### src/design/bsf_pkg.sv
// Shared constants, queue entry type and escape helpers for the byte
// stuffing framer. No dependencies.
`timescale 1ns / 1ps

package bsf_pkg;

   // Line codes
   localparam logic [7:0] FLAG_BYTE   = 8'h7E;
   localparam logic [7:0] ESC_BYTE    = 8'h7D;
   localparam logic [7:0] ESC_OF_FLAG = 8'h02;
   localparam logic [7:0] ESC_OF_ESC  = 8'h01;

   // Default depth of the queue between front and back
   localparam int QUEUE_DEPTH = 4;

   // One classified payload byte, as handed from front to back
   typedef struct packed {
      logic [7:0] data;       // raw payload byte
      logic       last;       // closes the frame
      logic       open;       // opens the frame
      logic [7:0] check;      // check byte, valid when last is set
   } entry_type;

   // Byte needs a two-byte escape sequence on the line
   function automatic logic needs_escape(input logic [7:0] b);
      return (b == FLAG_BYTE) || (b == ESC_BYTE);
   endfunction

   // Second byte of the escape sequence for an escaped byte
   function automatic logic [7:0] escape_code(input logic [7:0] b);
      return (b == FLAG_BYTE) ? ESC_OF_FLAG : ESC_OF_ESC;
   endfunction

endpackage

### src/design/byte_stuffing_framer_xor_check.sv
// Byte stuffing framer with XOR check: 0x7E flags, 0x7D escapes.
// An item passes the front entry register, the queue, the back-end current entry
// and the output register. The back end emits one line byte per cycle unless the
// receiver holds off, so an item yields 1 to 6 line bytes (1 or 2 for data, plus
// flags and check). Reset (synchronous, active high) closes any open frame,
// reseeds the check with 0x7E and empties the queue and output register.
`timescale 1ns / 1ps

module byte_stuffing_framer_xor_check
   import bsf_pkg::*;
#(
   parameter int QueueDepth = QUEUE_DEPTH
)
(
   input  logic       clock,
   input  logic       reset,
   input  logic       req_tvalid,
   output logic       req_tready,
   input  logic [7:0] req_tdata,   // [7:0] data_byte
   input  logic       req_tlast,   // frame_last
   output logic       rsp_tvalid,
   input  logic       rsp_tready,
   output logic [7:0] rsp_tdata,   // [7:0] out_byte
   output logic       rsp_tlast,   // run_last
   output logic       rsp_tuser    // [0] frame_end
);

   logic      front_valid, front_ready;
   entry_type front_entry;
   logic      queue_valid, queue_ready;
   entry_type queue_entry;

   // Classify bytes and track the check
   bsf_front u_front (
      .clock     (clock),
      .reset     (reset),
      .in_valid  (req_tvalid),
      .in_ready  (req_tready),
      .in_data   (req_tdata),
      .in_last   (req_tlast),
      .out_valid (front_valid),
      .out_ready (front_ready),
      .out_entry (front_entry)
   );

   // Buffer entries between front and back
   bsf_queue #(
      .DEPTH (QueueDepth)
   ) u_queue (
      .clock      (clock),
      .reset      (reset),
      .push_valid (front_valid),
      .push_ready (front_ready),
      .push_entry (front_entry),
      .pop_valid  (queue_valid),
      .pop_ready  (queue_ready),
      .pop_entry  (queue_entry)
   );

   // Emit the line bytes
   bsf_back u_back (
      .clock     (clock),
      .reset     (reset),
      .in_valid  (queue_valid),
      .in_ready  (queue_ready),
      .in_entry  (queue_entry),
      .out_valid (rsp_tvalid),
      .out_ready (rsp_tready),
      .out_byte  (rsp_tdata),
      .out_last  (rsp_tlast),
      .out_end   (rsp_tuser)
   );

endmodule

### src/design/bsf_front.sv
// Front end of the framer: accepts payload bytes, tracks the open frame
// and the running XOR check, and registers one classified entry.
// Depends on bsf_pkg.
`timescale 1ns / 1ps

module bsf_front
   import bsf_pkg::*;
(
   input  logic       clock,
   input  logic       reset,
   input  logic       in_valid,
   output logic       in_ready,
   input  logic [7:0] in_data,
   input  logic       in_last,
   output logic       out_valid,
   input  logic       out_ready,
   output entry_type  out_entry
);

   logic       in_frame_ff, in_frame_in;
   logic [7:0] check_ff, check_in;
   logic       valid_ff, valid_in;
   entry_type  entry_ff, entry_in;
   logic       take;
   logic       opening;
   logic [7:0] check_now;

   assign in_ready = !valid_ff || out_ready;
   assign take     = in_valid && in_ready;

   // Classify the incoming byte and fold it into the check
   always_comb begin
      opening   = !in_frame_ff;
      check_now = (opening ? FLAG_BYTE : check_ff) ^ in_data;

      in_frame_in = in_frame_ff;
      check_in    = check_ff;
      entry_in    = entry_ff;
      valid_in    = valid_ff && !out_ready;
      if (take) begin
         in_frame_in    = !in_last;
         check_in       = in_last ? FLAG_BYTE : check_now;
         entry_in.data  = in_data;
         entry_in.last  = in_last;
         entry_in.open  = opening;
         entry_in.check = check_now;
         valid_in       = 1'b1;
      end
   end

   // Hold frame state and the entry register
   always_ff @(posedge clock) begin
      if (reset) begin
         in_frame_ff <= 1'b0;
         check_ff    <= FLAG_BYTE;
         valid_ff    <= 1'b0;
      end else begin
         in_frame_ff <= in_frame_in;
         check_ff    <= check_in;
         valid_ff    <= valid_in;
      end
      entry_ff <= entry_in;
   end

   assign out_valid = valid_ff;
   assign out_entry = entry_ff;

endmodule

### src/design/bsf_queue.sv
// Short entry queue that decouples the framer's front and back.
// Depends on bsf_pkg.
`timescale 1ns / 1ps

module bsf_queue
   import bsf_pkg::*;
#(
   parameter int DEPTH = QUEUE_DEPTH
)
(
   input  logic      clock,
   input  logic      reset,
   input  logic      push_valid,
   output logic      push_ready,
   input  entry_type push_entry,
   output logic      pop_valid,
   input  logic      pop_ready,
   output entry_type pop_entry
);

   localparam int PTR_W = (DEPTH > 1) ? $clog2(DEPTH) : 1;
   localparam int CNT_W = $clog2(DEPTH + 1);
   localparam logic [PTR_W-1:0] LAST_PTR = PTR_W'(DEPTH - 1);
   localparam logic [CNT_W-1:0] FULL_CNT = CNT_W'(DEPTH);

   entry_type        store_ff [DEPTH];
   logic [PTR_W-1:0] wr_ptr_ff, wr_ptr_in;
   logic [PTR_W-1:0] rd_ptr_ff, rd_ptr_in;
   logic [CNT_W-1:0] count_ff, count_in;
   logic             do_push, do_pop;

   assign push_ready = (count_ff != FULL_CNT);
   assign pop_valid  = (count_ff != '0);
   assign do_push    = push_valid && push_ready;
   assign do_pop     = pop_valid && pop_ready;
   assign pop_entry  = store_ff[rd_ptr_ff];

   // Advance pointers and occupancy
   always_comb begin
      wr_ptr_in = wr_ptr_ff;
      rd_ptr_in = rd_ptr_ff;
      count_in  = count_ff;
      if (do_push) begin
         wr_ptr_in = (wr_ptr_ff == LAST_PTR) ? '0 : wr_ptr_ff + 1'b1;
      end
      if (do_pop) begin
         rd_ptr_in = (rd_ptr_ff == LAST_PTR) ? '0 : rd_ptr_ff + 1'b1;
      end
      if (do_push && !do_pop) begin
         count_in = count_ff + 1'b1;
      end else if (do_pop && !do_push) begin
         count_in = count_ff - 1'b1;
      end
   end

   always_ff @(posedge clock) begin
      if (reset) begin
         wr_ptr_ff <= '0;
         rd_ptr_ff <= '0;
         count_ff  <= '0;
      end else begin
         wr_ptr_ff <= wr_ptr_in;
         rd_ptr_ff <= rd_ptr_in;
         count_ff  <= count_in;
      end
   end

   // Write the entry storage
   always_ff @(posedge clock) begin
      if (do_push) begin
         store_ff[wr_ptr_ff] <= push_entry;
      end
   end

endmodule

### src/design/bsf_back.sv
// Back end of the framer: sequences an opening flag for an entry that
// opens a frame, escaped data, and escaped check and closing flag for
// one that closes it, into a registered output. Depends on bsf_pkg.
`timescale 1ns / 1ps

module bsf_back
   import bsf_pkg::*;
(
   input  logic       clock,
   input  logic       reset,
   input  logic       in_valid,
   output logic       in_ready,
   input  entry_type  in_entry,
   output logic       out_valid,
   input  logic       out_ready,
   output logic [7:0] out_byte,
   output logic       out_last,
   output logic       out_end
);

   typedef enum logic [2:0] {
      PH_OPEN,
      PH_DATA_A,
      PH_DATA_B,
      PH_CHK_A,
      PH_CHK_B,
      PH_CLOSE
   } phase_type;

   phase_type  phase_ff, phase_in;
   logic       cur_valid_ff, cur_valid_in;
   entry_type  cur_ff, cur_in;
   logic       out_valid_ff, out_valid_in;
   logic [7:0] out_byte_ff, out_byte_in;
   logic       out_last_ff, out_last_in;
   logic       out_end_ff, out_end_in;

   logic       advance;
   logic       done;
   logic       load;
   logic [7:0] emit_byte;
   logic       emit_end;
   phase_type  step_phase;

   assign advance = !out_valid_ff || out_ready;

   // Work out the byte for the current phase and where to go next
   always_comb begin
      emit_byte  = FLAG_BYTE;
      emit_end   = 1'b0;
      done       = 1'b0;
      step_phase = phase_ff;
      case (phase_ff)
         PH_OPEN: begin
            emit_byte  = FLAG_BYTE;
            step_phase = PH_DATA_A;
         end
         PH_DATA_A: begin
            if (needs_escape(cur_ff.data)) begin
               emit_byte  = ESC_BYTE;
               step_phase = PH_DATA_B;
            end else begin
               emit_byte  = cur_ff.data;
               step_phase = PH_CHK_A;
               done       = !cur_ff.last;
            end
         end
         PH_DATA_B: begin
            emit_byte  = escape_code(cur_ff.data);
            step_phase = PH_CHK_A;
            done       = !cur_ff.last;
         end
         PH_CHK_A: begin
            if (needs_escape(cur_ff.check)) begin
               emit_byte  = ESC_BYTE;
               step_phase = PH_CHK_B;
            end else begin
               emit_byte  = cur_ff.check;
               step_phase = PH_CLOSE;
            end
         end
         PH_CHK_B: begin
            emit_byte  = escape_code(cur_ff.check);
            step_phase = PH_CLOSE;
         end
         PH_CLOSE: begin
            emit_byte  = FLAG_BYTE;
            emit_end   = 1'b1;
            done       = 1'b1;
            step_phase = PH_OPEN;
         end
         default: begin
            emit_byte  = FLAG_BYTE;
            step_phase = PH_OPEN;
         end
      endcase
   end

   // Take a new entry when nothing is held or the held one finishes now
   assign load     = advance && (!cur_valid_ff || done);
   assign in_ready = load;

   always_comb begin
      cur_valid_in = cur_valid_ff;
      cur_in       = cur_ff;
      phase_in     = phase_ff;
      out_valid_in = out_valid_ff;
      out_byte_in  = out_byte_ff;
      out_last_in  = out_last_ff;
      out_end_in   = out_end_ff;
      if (advance) begin
         out_valid_in = cur_valid_ff;
         out_byte_in  = emit_byte;
         out_last_in  = done;
         out_end_in   = emit_end;
         if (cur_valid_ff && !done) begin
            phase_in = step_phase;
         end
      end
      if (load) begin
         cur_valid_in = in_valid;
         cur_in       = in_entry;
         phase_in     = in_entry.open ? PH_OPEN : PH_DATA_A;
      end
   end

   // Hold sequencer state and the output register
   always_ff @(posedge clock) begin
      if (reset) begin
         phase_ff     <= PH_OPEN;
         cur_valid_ff <= 1'b0;
         out_valid_ff <= 1'b0;
      end else begin
         phase_ff     <= phase_in;
         cur_valid_ff <= cur_valid_in;
         out_valid_ff <= out_valid_in;
      end
      cur_ff      <= cur_in;
      out_byte_ff <= out_byte_in;
      out_last_ff <= out_last_in;
      out_end_ff  <= out_end_in;
   end

   assign out_valid = out_valid_ff;
   assign out_byte  = out_byte_ff;
   assign out_last  = out_last_ff;
   assign out_end   = out_end_ff;

endmodule

### config.mk
export PLATFORM = sky130hd
export DESIGN_NAME = byte_stuffing_framer_xor_check
export DESIGN_NICKNAME = d
export VERILOG_FILES = /design/src/design/bsf_pkg.sv /design/src/design/byte_stuffing_framer_xor_check.sv /design/src/design/bsf_front.sv /design/src/design/bsf_queue.sv /design/src/design/bsf_back.sv
export SDC_FILE = /design/constraint.sdc
export NUM_CORES = 1
export LEC_CHECK = 0
export BUFFER_PORTS_ARGS = -buffer_cell sky130_fd_sc_hd__buf_2
export CELL_PAD_IN_SITES_DETAIL_PLACEMENT = 1
export CELL_PAD_IN_SITES_GLOBAL_PLACEMENT = 2
export CORE_MARGIN = 4
export CORE_UTILIZATION = 49
export DETAILED_ROUTE_END_ITERATION = 10
export PLACE_DENSITY_LB_ADDON = 0.1
export SLEW_MARGIN = 20
export SYNTH_ARGS = -nofsm -noshare
export SYNTH_HDL_FRONTEND = slang
export SYNTH_SLANG_ARGS = --single-unit
### constraint.sdc
create_clock -name clock -period 7.7 [get_ports clock]
set_input_delay 1.54 -clock clock [delete_from_list [all_inputs] [get_ports clock]]
set_output_delay 1.54 -clock clock [all_outputs]
set_load 0.01 [all_outputs]
# After elaboration in Yosys (flattened, before gate mapping)
# Memories as Yosys holds them, arrays and structs flattened. A register that Yosys moved wholly into a read port is not among the register bits.
# Index checks and enable logic that the tools add are counted.
[classes]
add_sub_neg = 4
n_bitwise = 1
n_div = 0
magnitude_cmp = 0
muxes = 26
n_shift = 0
n_eq_ne = 12
reduce_logical = 29
mul = 0
[op_table]
columns = ["operator", "n"]
rows = [
  ["8-bit by 7-bit equality test with 1-bit output (second input constant)", 4],
  ["8-bit two-way mux", 4],
  ["8-bit one-hot mux with 4 select lines", 1],
  ["3-bit two-way mux", 5],
  ["3-bit one-hot mux with 5 select lines", 1],
  ["2-bit two-way mux", 6],
  ["1-bit logical NOT", 10],
  ["1-bit logical AND", 8],
  ["1-bit two-way mux", 8],
  ["8-bit XOR", 1],
  ["3-bit by 2-bit equality test with 1-bit output (second input constant)", 2],
  ["3-bit equality test (second input constant)", 2],
  ["2-bit nonzero test", 3],
  ["1-bit logical OR", 5],
  ["2-bit by 1-bit adder with 2-bit output (second input constant)", 2],
  ["2-bit equality test (second input constant)", 2],
  ["3-bit by 1-bit adder with 3-bit output (second input constant)", 1],
  ["3-bit by 1-bit equality test with 1-bit output (second input constant)", 1],
  ["3-bit logical NOT", 1],
  ["3-bit != test (second input constant)", 1],
  ["1-bit one-hot mux with 3 select lines", 1],
  ["3-bit nonzero test", 1],
  ["3-bit by 1-bit subtractor with 3-bit output (second input constant)", 1],
  ["2-bit AND reduction", 1],
]
[totals]
mem_bits_rw = 72
latch_bits = 0
register_bits = 67
output_inout_bits = 12
mem_count = 1
mem_bits_ro = 0
[memory_table]
columns = ["name", "depth", "width", "rd", "rd_clocked_by_memory_dff", "write_ports", "line_no", "rtl"]
rows = [
  ["u_queue.store_ff", 4, 18, 1, 1, 1, "bsf_queue.sv:26", "entry_type store_ff [DEPTH];"],
]

# Logic depth before layout (Yosys ltp)
# Gate-level depths: netlist (run 1).
[depth]
depth_word = 10
depth_mapped = 11
mapped_depth_nobuf = 11

# Hierarchy
# Synthesis (run 1) repeated with hierarchy kept, for this count alone.
[hier_totals]
hier_cells = 316
hier_area_um2 = 5592.9
[modules_own_cells]
columns = ["module", "area_per_inst_um2", "cells_each", "instances"]
rows = [
  ["bsf_queue", 3075.4, 142, 1],
  ["bsf_back", 1402.6, 109, 1],
  ["bsf_front", 1114.8, 65, 1],
]

# Worst setup path before layout (run 1)
# Ideal clock, no wire load.
[synth_timing]
kind = "input to register"
from = "in rsp_tready"
to = "reg u_queue.count_ff[2]"
setup_slack_ps = 4121
path_stages = 11
t_arrival_ps = 3509
setup_time_ps = 71
path_buffers = 0
required_time_ps = 7629
path_cell_list = "and2b_1 inv_1 nand2_1 o22ai_2 inv_1 ha_1 inv_1 fa_1 xor2_1 or3_1 a21oi_1"
[synth_between]
elab_chain_cells = 6
elab_cells_between_ends = 8
cone_classes = "1 x mux; 7 x reduce/logical"
[synth_rtl]
columns = ["element", "line_no", "rtl"]
rows = [
  ["start, declared", "byte_stuffing_framer_xor_check.sv:22", "input logic rsp_tready,"],
  ["1-bit logical OR (*)", "bsf_back.sv:45", "assign advance = !out_valid_ff || out_ready;"],
  ["via u_back.advance", "bsf_back.sv:38", "logic advance;"],
  ["1-bit logical AND (*)", "bsf_back.sv:100", "assign load = advance && (!cur_valid_ff || done);"],
  ["1-bit logical AND (*)", "bsf_queue.sv:35", "assign do_pop = pop_valid && pop_ready;"],
  ["1-bit logical NOT", "bsf_queue.sv:49", "if (do_push && !do_pop) begin"],
  ["1-bit logical AND", "bsf_queue.sv:49", ""],
  ["3-bit two-way mux / 2-bit nonzero test (equally long branches)", "--", ""],
  ["end signal, assigned", "bsf_queue.sv:64", "count_ff <= count_in;"],
  ["end, declared", "bsf_queue.sv:29", "logic [CNT_W-1:0] count_ff, count_in;"],
]
# The timed path passes the listed nets; every way through them passes the cells marked *.
# A chain may end at the register's enable or synchronous reset.

# Worst setup path in the final report (run 1)
# Same ends and word-level chain as after synthesis.

==> results of run 1 <==
==> cell families (layout without fill, tap and decap cells) <==
kind of cell	count (synthesis)	after routing	synth area share [%]
XOR/XNOR	14	14	2.19
multiplexers	25	25	8.90
flip-flops	141	141	71.2
buffers and inverters	25	70	1.96
AO/OA/AOI/OAI	48	48	5.98
adder cells (fa/ha/maj)	7	7	1.69
AND/OR/NAND/NOR	84	84	8.12
==> cell usage after synthesis, types with 6 or more instances <==
library cell and number:
edfxtp_1 117, nor3_1 9, ha_1 6, nor2b_1 11
o21bai_1 6, inv_1 12, nor2_1 26, buf_2 6
nand2_1 9, mux2i_1 6, xnor2_1 9, mux4_2 12
nand2b_1 6, dfxtp_1 24, a21oi_1 13, mux4_1 6
==> placed cells by master (no fill, tap or decap), types with 5 or more instances in the layout <==
cell / instances
mux2i_1: 6
nor2b_1: 11
o22ai_1: 5
xor2_1: 5
clkbuf_16: 17
inv_1: 12
nor3_1: 9
buf_2: 24
a21oi_1: 13
nand2_1: 9
xnor2_1: 9
clkinv_2: 7
dfxtp_1: 24
edfxtp_1: 117
nand2b_1: 6
mux4_2: 12
o21bai_1: 6
mux4_1: 6
nor2_1: 26
ha_1: 6
==> worst min-delay path, cell delays in order (launching register included) <==
cell	delay, ns
dfxtp_1	0.31
nand2_1	0.05
a21oi_1	0.05
==> power by group through the flow <==
stage	Combinational (mW)	Sequential (mW)	Clock (mW)
finish	0.398	1.08	0.691
global route	0.444	1.10	0.746
detailed placement	0.401	1.10	0
floorplan	0.316	1.06	0
CTS	0.405	1.08	0.705
global placement	0.395	1.09	0
==> flip-flops by register name, summed over array words and instances, names as in the netlist, named ones only <==
signal,count
u_queue.store_ff,72
u_queue.wr_ptr_ff,2
u_front.out_entry,18
u_back.out_valid,1
u_back.out_end,1
u_front.check_ff,8
u_queue.count_ff,3
u_back.out_last,1
u_back.out_byte,8
u_front.out_valid,1
u_front.in_frame_ff,1
u_back.phase_ff,3
u_queue.rd_ptr_ff,2
u_back.cur_ff,17
u_back.cur_valid_ff,1
==> through the flow <==
| step | hold slack [ns] | total power, mW | cell area [um^2] |
|---|---|---|---|
| 3_3_place_gp | 0.439 | 1.49 | 5860 |
| 3_5_place_dp | 0.454 | 1.50 | 5860 |
| 4_1_cts | 0.461 | 2.19 | 6360 |
| 2_1_floorplan | 0.432 | 1.37 | 5610 |
| 6_report | 0.456 | 2.17 | 6360 |
| 5_1_grt | 0.486 | 2.29 | 6360 |
==> cell type report <==
class                   instances  area, um^2
flip-flops and latches        141        3990
multi-input cells             178        1510
clock buffers                  21         450
fillers                      1031        4670
inverters                      12        45.0
well taps                     140         175
clock inverters                11        53.8
repair buffers                 26         135
==> final timing paths <==
| check | from | endpoint | cells past startpoint |
|---|---|---|---|
| setup / recovery | rsp_tready | u_queue.count_ff[2]$_SDFFE_PP0P_ | 12 |
| hold reg to reg | u_front.check_ff[0]$_SDFFE_PP0P_ | u_front.check_ff[0]$_SDFFE_PP0P_ | 2 |
| setup reg to reg | u_back.phase_ff[1]$_SDFFE_PP0P_ | u_queue.count_ff[2]$_SDFFE_PP0P_ | 10 |
| hold / removal | u_front.check_ff[0]$_SDFFE_PP0P_ | u_front.check_ff[0]$_SDFFE_PP0P_ | 2 |
==> per-layer routing <==
layer / part of all wire [%] / wire length (um)
met3: 2.6 / 259
met5: 0 / 0
met4: 1.9 / 191
met2: 50 / 4930
met1: 45 / 4420
==> results by group, run 1 <==
Logic synthesis
  – Post-Syn Instances: 344
  – Share of the yosys chip area belonging to registers: 71.2%
  – Top_reg_cell synth: edfxtp_1
  – Syn_nets: 364
  – Post-Syn Area per Cell: 16.3 um^2
  – Number of enable flip-flop cells after synthesis: 117
  – Synth top area share: 62.6%
  – #FFs+latches synth: 141
  – Cell area after synthesis: 5610 um^2
  – Fraction of registers with async set/reset: 0%
  – Yosys warns: 0
  – Synth area leader: edfxtp_1
  – Area contributors post-synth: edfxtp_1 (63%), dfxtp_1 (8.6%), mux4_2 (4.8%), mux4_1 (2.8%), nor2_1 (1.7%)
  – Post-synth cell types: 49

Detailed routing
  – 1st-iter DRT viols: 175
  – Routed len/inst: 18.5 um
  – ANT nets after route: 0
  – Detailed Route WL: 9.80 mm
  – Vias: 2,878
  – DRT Pass-1 Iters: 4
  – DRC viols: 0
  – Vias per std cell: 5.44

Global routing
  – Grt met2 use: 27.1%
  – First-pass GRT wire length: 16.3 mm
  – Vias in the first global route: 3,054
  – Antenna violations before repair: 0
  – Grt met1 use: 21.4%
  – Grt met3 use: 4.11%
  – Top Usage Layer GRT: met2
  – Total global-route track usage: 16.7%
  – Overflow after GRT: 0
  – Largest net degree at the start of global routing: 29

STA
  – F_max: 0.279 GHz
  – Crit share post-route: 46.6%
  – Setup-failing EPs final: 0
  – Final worst setup slack: 4.12 ns
  – Pins Over Slew Limit: 0
  – Worst slew margin: 34.5%
  – RSZ-0062 raised after global routing: false
  – Final min period: 3.58 ns
  – Final Skew: 0.00727 ns
  – Setup TNS: 0 ns
  – Tightest Pin Transition: 0.983 ns
  – Final hold vios: 0

Clock network
  – Max Buffers Root-to-Sink: 2
  – Worst-Skew Late Latency: 0.41 ns
  – CTS tree: done
  – Reg clk slew, reported paths: 0.05 ns
  – Hold_buf cts: 0
  – H-tree levels: 4
  – Post-CTS setup buffer count: 0
  – Post-CTS sizing: 0
  – Root Buffer: clkbuf_16
  – Num CTS Buffers: 17
  – Clk sink count: 141

Placement
  – HPWL Detailed: 6.46 mm
  – # port buffers: 24
  – Final RePlAce weighted congestion: 0.766
  – Setup WS pre-CTS: 3.72 ns
  – Placed Cells incl. Taps: 497

Floorplan
  – Die footprint: 13,200 um^2
  – Core Box Area: 11,000 um^2
  – Die H: 115 um
  – Die width: 115 um
  – Core Rows: 38
  – IO Pins: 25
  – Starting Density: 50.9%

Worst setup path
  – Slowest CP cell: fa_1
  – Worst path max stage delay: 0.37 ns
  – Critical Path RT: 8.04 ns
  – WP buf/inv: 4
  – Crit-path most repeated cell: inv_1
  – Startpoint types: input pin
  – Setup slack, reg-to-reg: 4.90 ns
  – Kind of critical path: in2reg
  – CP Capture Type: flip-flop
  – Crit-path cells: buf_2, and2b_1, inv_1, nand2_1, o22ai_2, inv_1, ha_1, inv_1, fa_1, xor2_1, or3_1, a21oi_1
  – CP Max Fanout: 16
  – CP top delay family: simple AND/OR/NAND/NOR gates
  – Worst EP arrival: 3.92 ns

Power and ir drop
  – NetSw: 590 uW
  – Pwr Density: 341 nW/um^2
  – Leakage: 2.18 nW
  – Power Internal: 1.58 mW
  – Register share of total power: 49.8%
  – Clock power frac: 31.9%
  – Switching share of power: 27.2%
  – Combinational fraction of design power: 18.3%
  – Max VDD drop: 0.152 mV

Cells and area
  – Final Util: 57.7%
  – ANT cells: 0
  – Layout cells sized above 1: 17.7%
  – Fin cells: 529
  – Final #Nets: 396
  – Area growth syn-to-layout: 13.4%

Flow run
  – Max Cap Violations: 0

Worst hold path
  – Hold Path Class: reg2reg

Outcome
  – Status: finished clean
Power figures use the tool's default switching activity.
==> run 2, diff against run 1 <==
--- a/config.mk
+++ b/config.mk
@@ -9,7 +9,7 @@
 export CELL_PAD_IN_SITES_DETAIL_PLACEMENT = 1
 export CELL_PAD_IN_SITES_GLOBAL_PLACEMENT = 2
 export CORE_MARGIN = 4
-export CORE_UTILIZATION = 49
+export CORE_UTILIZATION = 45
 export DETAILED_ROUTE_END_ITERATION = 10
 export PLACE_DENSITY_LB_ADDON = 0.1
 export SLEW_MARGIN = 20
==> constraint.sdc (replaced) <==
create_clock -name clock -period 3.55 [get_ports clock]
set_input_delay 0.71 -clock clock [delete_from_list [all_inputs] [get_ports clock]]
set_output_delay 0.71 -clock clock [all_outputs]
set_load 0.01 [all_outputs]
==> results by group, run 2 (synthesis gave the netlist of run 1 again) <==
STA
  – Final Skew: 0.00821 ns
  – Setup TNS: 0 ns
  – Worst slew margin: 33.5%
  – Final hold vios: 0
  – F_max: 0.356 GHz
  – Pins Over Slew Limit: 0
  – Final min period: 2.81 ns
  – Final worst setup slack: 0.739 ns
  – WHS: 0.459 ns
  – RSZ-0062 raised after global routing: false
  – Tightest Pin Transition: 0.998 ns
  – Setup-failing EPs final: 0
  – Crit share post-route: 79.2%

Cells and area
  – Commonest cells after routing, fill and taps aside: edfxtp_1 (117), nor2_1 (26), dfxtp_1 (24), buf_2 (24), clkbuf_16 (17)
  – Final Util: 53.7%
  – Commonest non-fill, non-tap cell in the layout: edfxtp_1
  – FILL cells: 1,176
  – Max reg flops: 72
  – Final #Nets: 397
  – Largest reg by FF count: u_queue.store_ff
  – Post-route cell area: 6500 um^2
  – Layout cells sized above 1: 18.3%
  – Fin cells: 557
  – Area growth syn-to-layout: 15.9%
  – ANT cells: 0

Clock network
  – Clk sink count: 141
  – Post-CTS setup buffer count: 0
  – Hold_buf cts: 0
  – Max Buffers Root-to-Sink: 2
  – Reg clk slew, reported paths: 0.06 ns
  – Num CTS Buffers: 17
  – Root Buffer: clkbuf_16
  – H-tree levels: 4
  – Post-CTS sizing: 0
  – CTS tree: done
  – Worst-Skew Late Latency: 0.41 ns

Worst setup path
  – Critical Path RT: 3.89 ns
  – CP Max Fanout: 15
  – Crit-path cells: nor2b_1, a211oi_2, o22ai_2, inv_1, ha_1, inv_1, fa_1, xor2_1, or3_1, a21oi_1
  – Worst path max stage delay: 0.65 ns
  – Slowest CP cell: dfxtp_1
  – Kind of critical path: reg2reg
  – Crit-path most repeated cell: inv_1
  – Worst EP arrival: 3.15 ns
  – Startpoint types: flip-flop
  – CP Capture Type: flip-flop

Floorplan
  – Die width: 120 um
  – Core Rows: 40
  – IO Pins: 25
  – Die footprint: 14,300 um^2
  – Starting Density: 46.3%
  – Die H: 120 um
  – Core Box Area: 12,100 um^2

Global routing
  – Overflow after GRT: 0
  – Antenna violations before repair: 0
  – Total global-route track usage: 15.5%
  – Largest net degree at the start of global routing: 29
  – Vias in the first global route: 3,040
  – First-pass GRT wire length: 16.8 mm

Power and ir drop
  – Leakage: 2.21 nW
  – Pwr Density: 770 nW/um^2
  – Max VDD drop: 0.317 mV
  – Final total power: 5.01 mW

Detailed routing
  – DRT Pass-1 Iters: 4
  – Vias: 2,881
  – DRC viols: 0
  – Detailed Route WL: 9.89 mm
  – 1st-iter DRT viols: 166
  – Vias per std cell: 5.17
  – Routed len/inst: 17.8 um
  – ANT nets after route: 0

Flow run
  – Max Cap Violations: 0

Placement
  – # port buffers: 24
  – Final RePlAce weighted congestion: 0.727
  – Placed Cells incl. Taps: 526
  – Placed Instance Area: 5900 um^2
  – HPWL Detailed: 6.54 mm
  – Setup WS pre-CTS: 0.645 ns

Outcome
  – Status: finished clean

Worst hold path
  – Hold Path Class: reg2reg
run 2: changes by cell type in the layout (fill, tap and decap cells not counted):
cell,change
clkinv_1,-1
bufinv_16,+4
clkinvlp_4,+3
buf_4,+1
clkbuf_8,-1
clkbuf_1,-1
clkinv_4,+1
clkinv_2,-6
run 2: final timing paths:
path | startpoint | end | slack, ns | cells past startpoint
max reg2reg | u_back.phase_ff[1]$_SDFFE_PP0P_ | u_queue.count_ff[2]$_SDFFE_PP0P_ | 0.74 | 10
max | u_back.phase_ff[1]$_SDFFE_PP0P_ | u_queue.count_ff[2]$_SDFFE_PP0P_ | 0.74 | 10
min | u_front.check_ff[7]$_SDFFE_PP0P_ | u_front.check_ff[7]$_SDFFE_PP0P_ | 0.46 | 2
min reg2reg | u_front.check_ff[7]$_SDFFE_PP0P_ | u_front.check_ff[7]$_SDFFE_PP0P_ | 0.46 | 2
run 2: metal layers:
metal	global-route usage (%)	wire (um)	share of wire [%]
met1	20.1	4630	47
met2	24.8	4880	49
met3	3.96	244	2.5
met4	6.66	136	1.4
met5	0	0	0
run 2: final cells by class:
class / instances / area (um^2) / area share, %
Sequential cell: 141 / 3990 / 61.4
Timing Repair Buffer: 27 / 143 / 2.19
Tap cell: 168 / 210 / 3.23
Multi-Input combinational cell: 178 / 1510 / 23.2
Inverter: 12 / 45.0 / 0.693
Clock inverter: 12 / 171 / 2.64
Clock buffer: 19 / 433 / 6.66
run 2: critical path, delay by kind of cell (launching register included):
kind	cells	cell delay (ns)
buffers and inverters	2	0.15
AND/OR/NAND/NOR	2	0.52
XOR/XNOR	1	0.19
flip-flops	1	0.65
adder cells (fa/ha/maj)	2	0.55
AO/OA/AOI/OAI	3	0.67
run 2: power by group:
group,total [mW],switching (mW),internal (mW)
sequential,2.34,0.206,2.13
combinational,0.874,0.470,0.404
clock,1.80,0.635,1.16
total,5.01,1.31,3.70
